[config.mk]
export PLATFORM = sky130hd
export DESIGN_NAME = mpc_ctrl
export DESIGN_NICKNAME = d
export VERILOG_FILES = /design/src/mpc_pkg.sv /design/src/mpc_ctrl.sv
export SDC_FILE = /design/constraint.sdc
export NUM_CORES = 1
export LEC_CHECK = 0
export BUFFER_PORTS_ARGS = -buffer_cell sky130_fd_sc_hd__buf_4
export CAP_MARGIN = 20
export CORE_AREA = 2 2 39 41
export DETAILED_ROUTE_END_ITERATION = 8
export DIE_AREA = 0 0 41 43
export HOLD_SLACK_MARGIN = 0.1
export PLACE_DENSITY_LB_ADDON = 0.1
export SYNTH_ARGS = -nofsm -noshare
export SYNTH_HDL_FRONTEND = slang
export SYNTH_SLANG_ARGS = --single-unit
[constraint.sdc]
create_clock -name clock -period 4.5 [get_ports clock]
set_input_delay 0.9 -clock clock [delete_from_list [all_inputs] [get_ports clock]]
set_output_delay 0.9 -clock clock [all_outputs]
set_load 0.005 [all_outputs]
[src/mpc_pkg.sv]
package mpc_pkg;

   // number format and coordinate widths
   localparam int FRAC_BITS    = 27;
   localparam int COORD_BITS   = 12;
   localparam int DVD_BITS     = COORD_BITS + FRAC_BITS;
   localparam int REM_BITS     = 12;
   // coordinate times remainder, and the reciprocal that divides it
   localparam int PROD_BITS    = 2 * COORD_BITS;
   localparam int RCP_BITS     = PROD_BITS + 2;
   localparam int DIV_CYCLES   = 2;
   localparam int DIV_CNT_BITS = $clog2(DIV_CYCLES);

   // color keys
   localparam logic [3:0] KEY_LOW   = 4'd3;
   localparam logic [3:0] KEY_LIMIT = 4'd10;

   // configuration register indexes
   localparam logic [1:0] CSR_ZOOM_SCALE = 2'd0;
   localparam logic [1:0] CSR_PAN_REAL   = 2'd1;
   localparam logic [1:0] CSR_PAN_IMAG   = 2'd2;
   localparam logic [1:0] CSR_MAX_ITER   = 2'd3;

   typedef struct packed {
      logic [11:0] pixel_x;
      logic [11:0] pixel_y;
   } req_data_type;

   typedef struct packed {
      logic [7:0] red;
      logic [7:0] green;
      logic [7:0] blue;
      logic [3:0] palette_key;
      logic [7:0] iter_count;
   } rsp_data_type;

   typedef struct packed {
      logic [30:0]        zoom_scale;
      logic signed [31:0] pan_real;
      logic signed [31:0] pan_imag;
      logic [7:0]         iter_limit;
   } cfg_type;

   typedef enum logic [7:0] {
      ST_IDLE = 8'b0000_0001,
      ST_DIV  = 8'b0000_0010,
      ST_UOFF = 8'b0000_0100,
      ST_MMUL = 8'b0000_1000,
      ST_MAPC = 8'b0001_0000,
      ST_ZMUL = 8'b0010_0000,
      ST_ZUPD = 8'b0100_0000,
      ST_FIN  = 8'b1000_0000
   } state_type;

   typedef struct packed {
      logic load;
      logic div_step;
      logic u_calc;
      logic map_mul;
      logic map_fin;
      logic z_mul;
      logic z_upd;
      logic out_load;
   } cmd_type;

   typedef struct packed {
      logic below_limit;
      logic escape;
   } stat_type;

   // clamp to the signed 32-bit range
   function automatic logic signed [31:0] sat32(input logic signed [63:0] v);
      if (v > 64'sd2147483647) begin
         return 32'sh7fff_ffff;
      end else if (v < -64'sd2147483648) begin
         return 32'sh8000_0000;
      end else begin
         return 32'(v);
      end
   endfunction

   // 8-bit value mod 7 by folding octal digits
   function automatic logic [2:0] mod7(input logic [7:0] x);
      logic [4:0] s;
      s = 5'(x[7:6]) + 5'(x[5:3]) + 5'(x[2:0]);
      if (s >= 5'd14) begin
         s = s - 5'd14;
      end else if (s >= 5'd7) begin
         s = s - 5'd7;
      end
      return s[2:0];
   endfunction

   function automatic logic [3:0] pick_key(input logic [7:0] count, input logic [7:0] limit);
      if (count < 8'd4) begin
         return KEY_LOW;
      end else if (count == limit) begin
         return KEY_LIMIT;
      end else begin
         return {1'b0, mod7(count)};
      end
   endfunction

   // fixed palette, unknown keys are black
   function automatic logic [23:0] palette(input logic [3:0] key);
      case (key)
         4'd0:    return {8'd255, 8'd128, 8'd0};
         4'd1:    return {8'd255, 8'd0,   8'd0};
         4'd2:    return {8'd255, 8'd0,   8'd255};
         4'd3:    return {8'd0,   8'd0,   8'd255};
         4'd4:    return {8'd0,   8'd255, 8'd255};
         4'd5:    return {8'd0,   8'd255, 8'd0};
         4'd6:    return {8'd255, 8'd255, 8'd0};
         default: return 24'd0;
      endcase
   endfunction

endpackage

[src/mpc_ctrl.sv]
module mpc_ctrl
   import mpc_pkg::*;
(
   input  logic     clock,
   input  logic     reset,
   input  logic     start,
   input  stat_type stat,
   output cmd_type  cmd,
   output logic     busy
);

   state_type                state_ff, state_in;
   logic [DIV_CNT_BITS-1:0]  div_cnt_ff, div_cnt_in;

   // next state and commands
   always_comb begin
      state_in   = state_ff;
      div_cnt_in = div_cnt_ff;
      cmd        = '0;
      unique case (state_ff)
         ST_IDLE: begin
            if (start) begin
               cmd.load   = 1'b1;
               div_cnt_in = '0;
               state_in   = ST_DIV;
            end
         end
         ST_DIV: begin
            cmd.div_step = 1'b1;
            div_cnt_in   = div_cnt_ff + 1'b1;
            if (div_cnt_ff == DIV_CNT_BITS'(DIV_CYCLES - 1)) begin
               state_in = ST_UOFF;
            end
         end
         ST_UOFF: begin
            cmd.u_calc = 1'b1;
            state_in   = ST_MMUL;
         end
         ST_MMUL: begin
            cmd.map_mul = 1'b1;
            state_in    = ST_MAPC;
         end
         ST_MAPC: begin
            cmd.map_fin = 1'b1;
            state_in    = ST_ZMUL;
         end
         ST_ZMUL: begin
            if (stat.below_limit) begin
               cmd.z_mul = 1'b1;
               state_in  = ST_ZUPD;
            end else begin
               state_in = ST_FIN;
            end
         end
         ST_ZUPD: begin
            if (stat.escape) begin
               state_in = ST_FIN;
            end else begin
               cmd.z_upd = 1'b1;
               state_in  = ST_ZMUL;
            end
         end
         ST_FIN: begin
            cmd.out_load = 1'b1;
            state_in     = ST_IDLE;
         end
         default: begin
            state_in = ST_IDLE;
         end
      endcase
   end

   always_ff @(posedge clock) begin
      if (reset) begin
         state_ff   <= ST_IDLE;
         div_cnt_ff <= '0;
      end else begin
         state_ff   <= state_in;
         div_cnt_ff <= div_cnt_in;
      end
   end

   assign busy = (state_ff != ST_IDLE);

endmodule

[Word level (Yosys, flattened, before mapping)]
Cells that the tools add are included.
Word-level totals
  flip-flop bits (word level): 9
  latch bits: 0
  RAM bits: 0
  ROM bits: 0
  word-level logic and storage cells: 35
  memories: 0
Cells by class
  add/subtract/negate cells: 1
  $mul: 0
  divide/modulo/power cells: 0
  order comparisons: 0
  equal/unequal tests: 11
  shift-type cells: 0
  mux-type cells: 18
  bitwise operators: 0
  reductions and logical operators: 3
Operators by type and width (number)
  $pmux 8 s7: 1
  $mux 8: 4
  $mux 1: 12
  $eq 8x1->1 const B: 1
  $eq 8x2->1 const B: 1
  $eq 8x3->1 const B: 1
  $eq 8x4->1 const B: 1
  $eq 8x5->1 const B: 1
  $eq 8x6->1 const B: 1
  $eq 8x7->1 const B: 1
  $eq 8x8->1 const B: 1
  $ne 8x1->1 const B: 1
  $ne 2x2->1 const B: 2
  $reduce_and 2->1: 2
  $pmux 1 s2: 1
  $reduce_bool 2->1: 1
  $add 1x1->1 const B: 1

[Logic depth before layout (Yosys ltp)]
  word-level depth: 3
  gate-level depth with buffers: 6

[Worst setup path before layout]
OpenSTA, ideal clock, no wires.
  path type: input port to output port
  start: input port stat[0] in the netlist's numbering
  end: output port cmd[1] in the netlist's numbering
  data arrival time: 1252 ps
  required time: 3600 ps
  setup slack: 2348 ps
  cell stages on the path: 2
  cell sequence: nand2b_1 > nor4_1
RTL lines
  start, declared: RTL line mpc_ctrl.sv:7  | input stat_type stat,
  end, declared: RTL line mpc_ctrl.sv:8  | output cmd_type cmd,

==> summary.txt <==
Nature of the critical path startpoint - flip-flop
Dpl hpwl - 888 microns
Ports - 14
Count of final setup violators - 0
RSZ-0062 raised after global routing - no
Register area - 180 sq um
Power Density - 329 mW/mm^2
All-Layer GR Usage - 0.172
Worst-margin pin slew - 568 ps
Slowest CP cell - or3_1
CP top delay family - simple AND/OR/NAND/NOR gates
Setup TNS - 0 ps
Final Cycle Share - 0.569
Die Area - 0.00176 sq mm
Clk slew on worst S/H paths - 60 ps
Logic pwr share - 0.304
Final min period - 2560 ps
First-pass GRT wire length - 2010 microns
Worst path depth - 4
Total power - 228 uW
Cell Area, Synth - 582 sq um
FF+latch count, synth - 9
Switching Power - 74.2 uW
Fin. Hold Viols - 0
DIE WIDTH - 41 microns
HP Start - div_cnt_ff
CP Buf/Inv Count - 1
Post-synthesis sequential area ratio - 0.310
Gpl congestion - 0.729
IO Port Bufs - 13
DRT Wirelength - 1200 microns
Post-Synthesis Cells - 72
Post-synthesis average cell area - 8.08 sq um
Fillers - 147
Most common cell after layout, fill and taps aside - buf_4
Pleak - 0.000300 uW
Vias per inst - 5.35
Length of the first detailed-routing pass in iterations - 4
Multi-input combinational cell area - 353 sq um
Syn nets - 77
CTS root buffer - clkbuf_4
Layout cells sized above 1 - 0.250
R2R depth - 4
Critical path class - reg2out
# DRC - 0
Site Rows - 14
Clock sink total - 9
Worst Setup SP - state_ff[0]
Worst path cell trace - or3_1 -> nand2b_4 -> nor3_1 -> buf_4
WHS Endpoint - div_cnt_ff
Iteration-0 DRC Markers - 10
Setup Buffers After CTS - 0
Worst path arrival time - 1660 ps
IR drop worst, VDD - 0.000135 V
F_max - 391 MHz
Via count - 535
Clock Skew - 1.34 ps
Rel. slew slack - 0.620
Vias in the first global route - 452
Post-cts repair resize count - 0
Pins Over Slew Limit - 0
Antenna cell count - 0
Die height - 43 microns
Maximum Capacitance Violations - 0
Initial antenna violation count - 0
Total CTS buffers - 3
CTS tree - built
Int Pwr - 154 uW
Initial core utilization - 0.420
Clock group share of total power - 0.272
Net Sw Frac - 0.326
Reg power frac - 0.424
HP Class - reg2reg
Final net count - 90
R2R Path Start - state_ff[5]
Crit path largest cell delay - 530 ps
Crit. End Element - primary output
Synthesis-to-finish area growth - 18.9%
Synth warn - 0
Status - finished clean
Highest-count cells in the layout ignoring fill and taps - 13 x buf_4, 9 x nor2_1, 9 x dfxtp_1, 5 x nor3_1
H-tree depth - 1
Worst R2R End - state_ff[5]
Hold path depth - 2
CORE AREA - 0.00138 sq mm
Hold_buf cts - 0
Post-route ant nets - 0
Worst skew pair latency - 260 ps
WP data required - 3600 ps
Crit Path Max Fanout - 8
Final global-route overflow total - 0
Largest net degree at the start of global routing - 12
Worst reg-to-reg setup slack - 2970 ps
Synth unique cells - 30
DR WL/cell - 12.0 microns
Clock Path Buffers - 2
registers in the layout, indices dropped and copies added, names as in the netlist:
signal	cells
state_ff	8
div_cnt_ff	1
Yosys cell counts:
library cell / number / area, sq um
nand2b_1: 3 / 18.8
dfxtp_1: 9 / 180
nor3_4: 1 / 16.3
and4_1: 1 / 8.76
nand2_1: 1 / 3.75
nor2_1: 9 / 33.8
inv_1: 4 / 15.0
nor4_1: 1 / 6.26
xor2_1: 2 / 17.5
o21ai_0: 3 / 15.0
nor3_1: 5 / 25.0
nor4b_1: 1 / 8.76
mux2i_1: 1 / 10.0
nand3_1: 3 / 15.0
nand4b_1: 3 / 26.3
o22ai_1: 1 / 6.26
buf_4: 1 / 7.51
nor2b_1: 3 / 18.8
nand2b_4: 1 / 13.8
nor3b_1: 1 / 7.51
xnor2_1: 1 / 8.76
buf_2: 3 / 15.0
o211ai_1: 1 / 7.51
or3_1: 3 / 18.8
a21oi_1: 4 / 20.0
nor4_2: 1 / 12.5
o21bai_1: 1 / 7.51
nand4_1: 1 / 6.26
nor3_2: 2 / 20.0
buf_6: 1 / 11.3
cell families after synthesis:
| logic type | after synthesis | share of synthesized area |
|---|---|---|
| AOI/OAI and AO/OA | 10 | 0.0968 |
| xor gates and xnor gates | 3 | 0.0452 |
| and+or+nand+nor | 40 | 0.447 |
| muxes | 1 | 0.0172 |
| buffers and inverters | 9 | 0.0839 |
| DFF | 9 | 0.310 |
per-layer routing:
layer  vias up  track usage  part of all wire
li1        280            -                 -
met1       245        0.243              0.50
met2         8        0.216              0.46
met3         2       0.0471             0.027
met4         0        0.120             0.016
met5         -            0                 0
worst reg2reg max path, stage by stage (launching register included):
cell and delay (ps):
dfxtp_1 380, nor3_2 340, nand2_1 90, o21bai_1 490, nor3_1 100
power by group through the flow:
stage               combinational [uW]  clock, uW  sequential, uW
floorplan                         56.4          0            92.7
global placement                  69.0          0            97.5
detailed placement                68.9          0            97.8
CTS                               69.8       65.8            96.1
global route                      77.1       72.7            97.1
finish                            69.3       62.0            96.4
how the worst max path moves through the flow:
stage / endpoint / slack, ps
6_report: cmd[4] / 1940
3_5_place_dp: cmd[1] / 2110
5_1_grt: cmd[2] / 1830
2_1_floorplan: cmd[1] / 2350
4_1_cts: cmd[4] / 1930
3_3_place_gp: cmd[1] / 2130
final cells by class:
class | instances | share of cell area
Tap cell | 16 | 0.0289
Timing Repair Buffer | 13 | 0.141
Multi-Input combinational cell | 54 | 0.510
Inverter | 4 | 0.0217
Clock buffer | 4 | 0.0380
Sequential cell | 9 | 0.260
metrics by stage:
step                instances  instance area (sq um)  utilization  hold WS [ps]  setup slack, ps
global placement           96                    666        0.481           575             2130
finish                    100                    692        0.500           570             1940
floorplan                  72                    582            -           536             2350
detailed placement         96                    666        0.481           566             2110
CTS                       100                    692        0.500           575             1930
global route              100                    692        0.500           609             1830
Note: power is estimated with default switching activity, not from simulation.
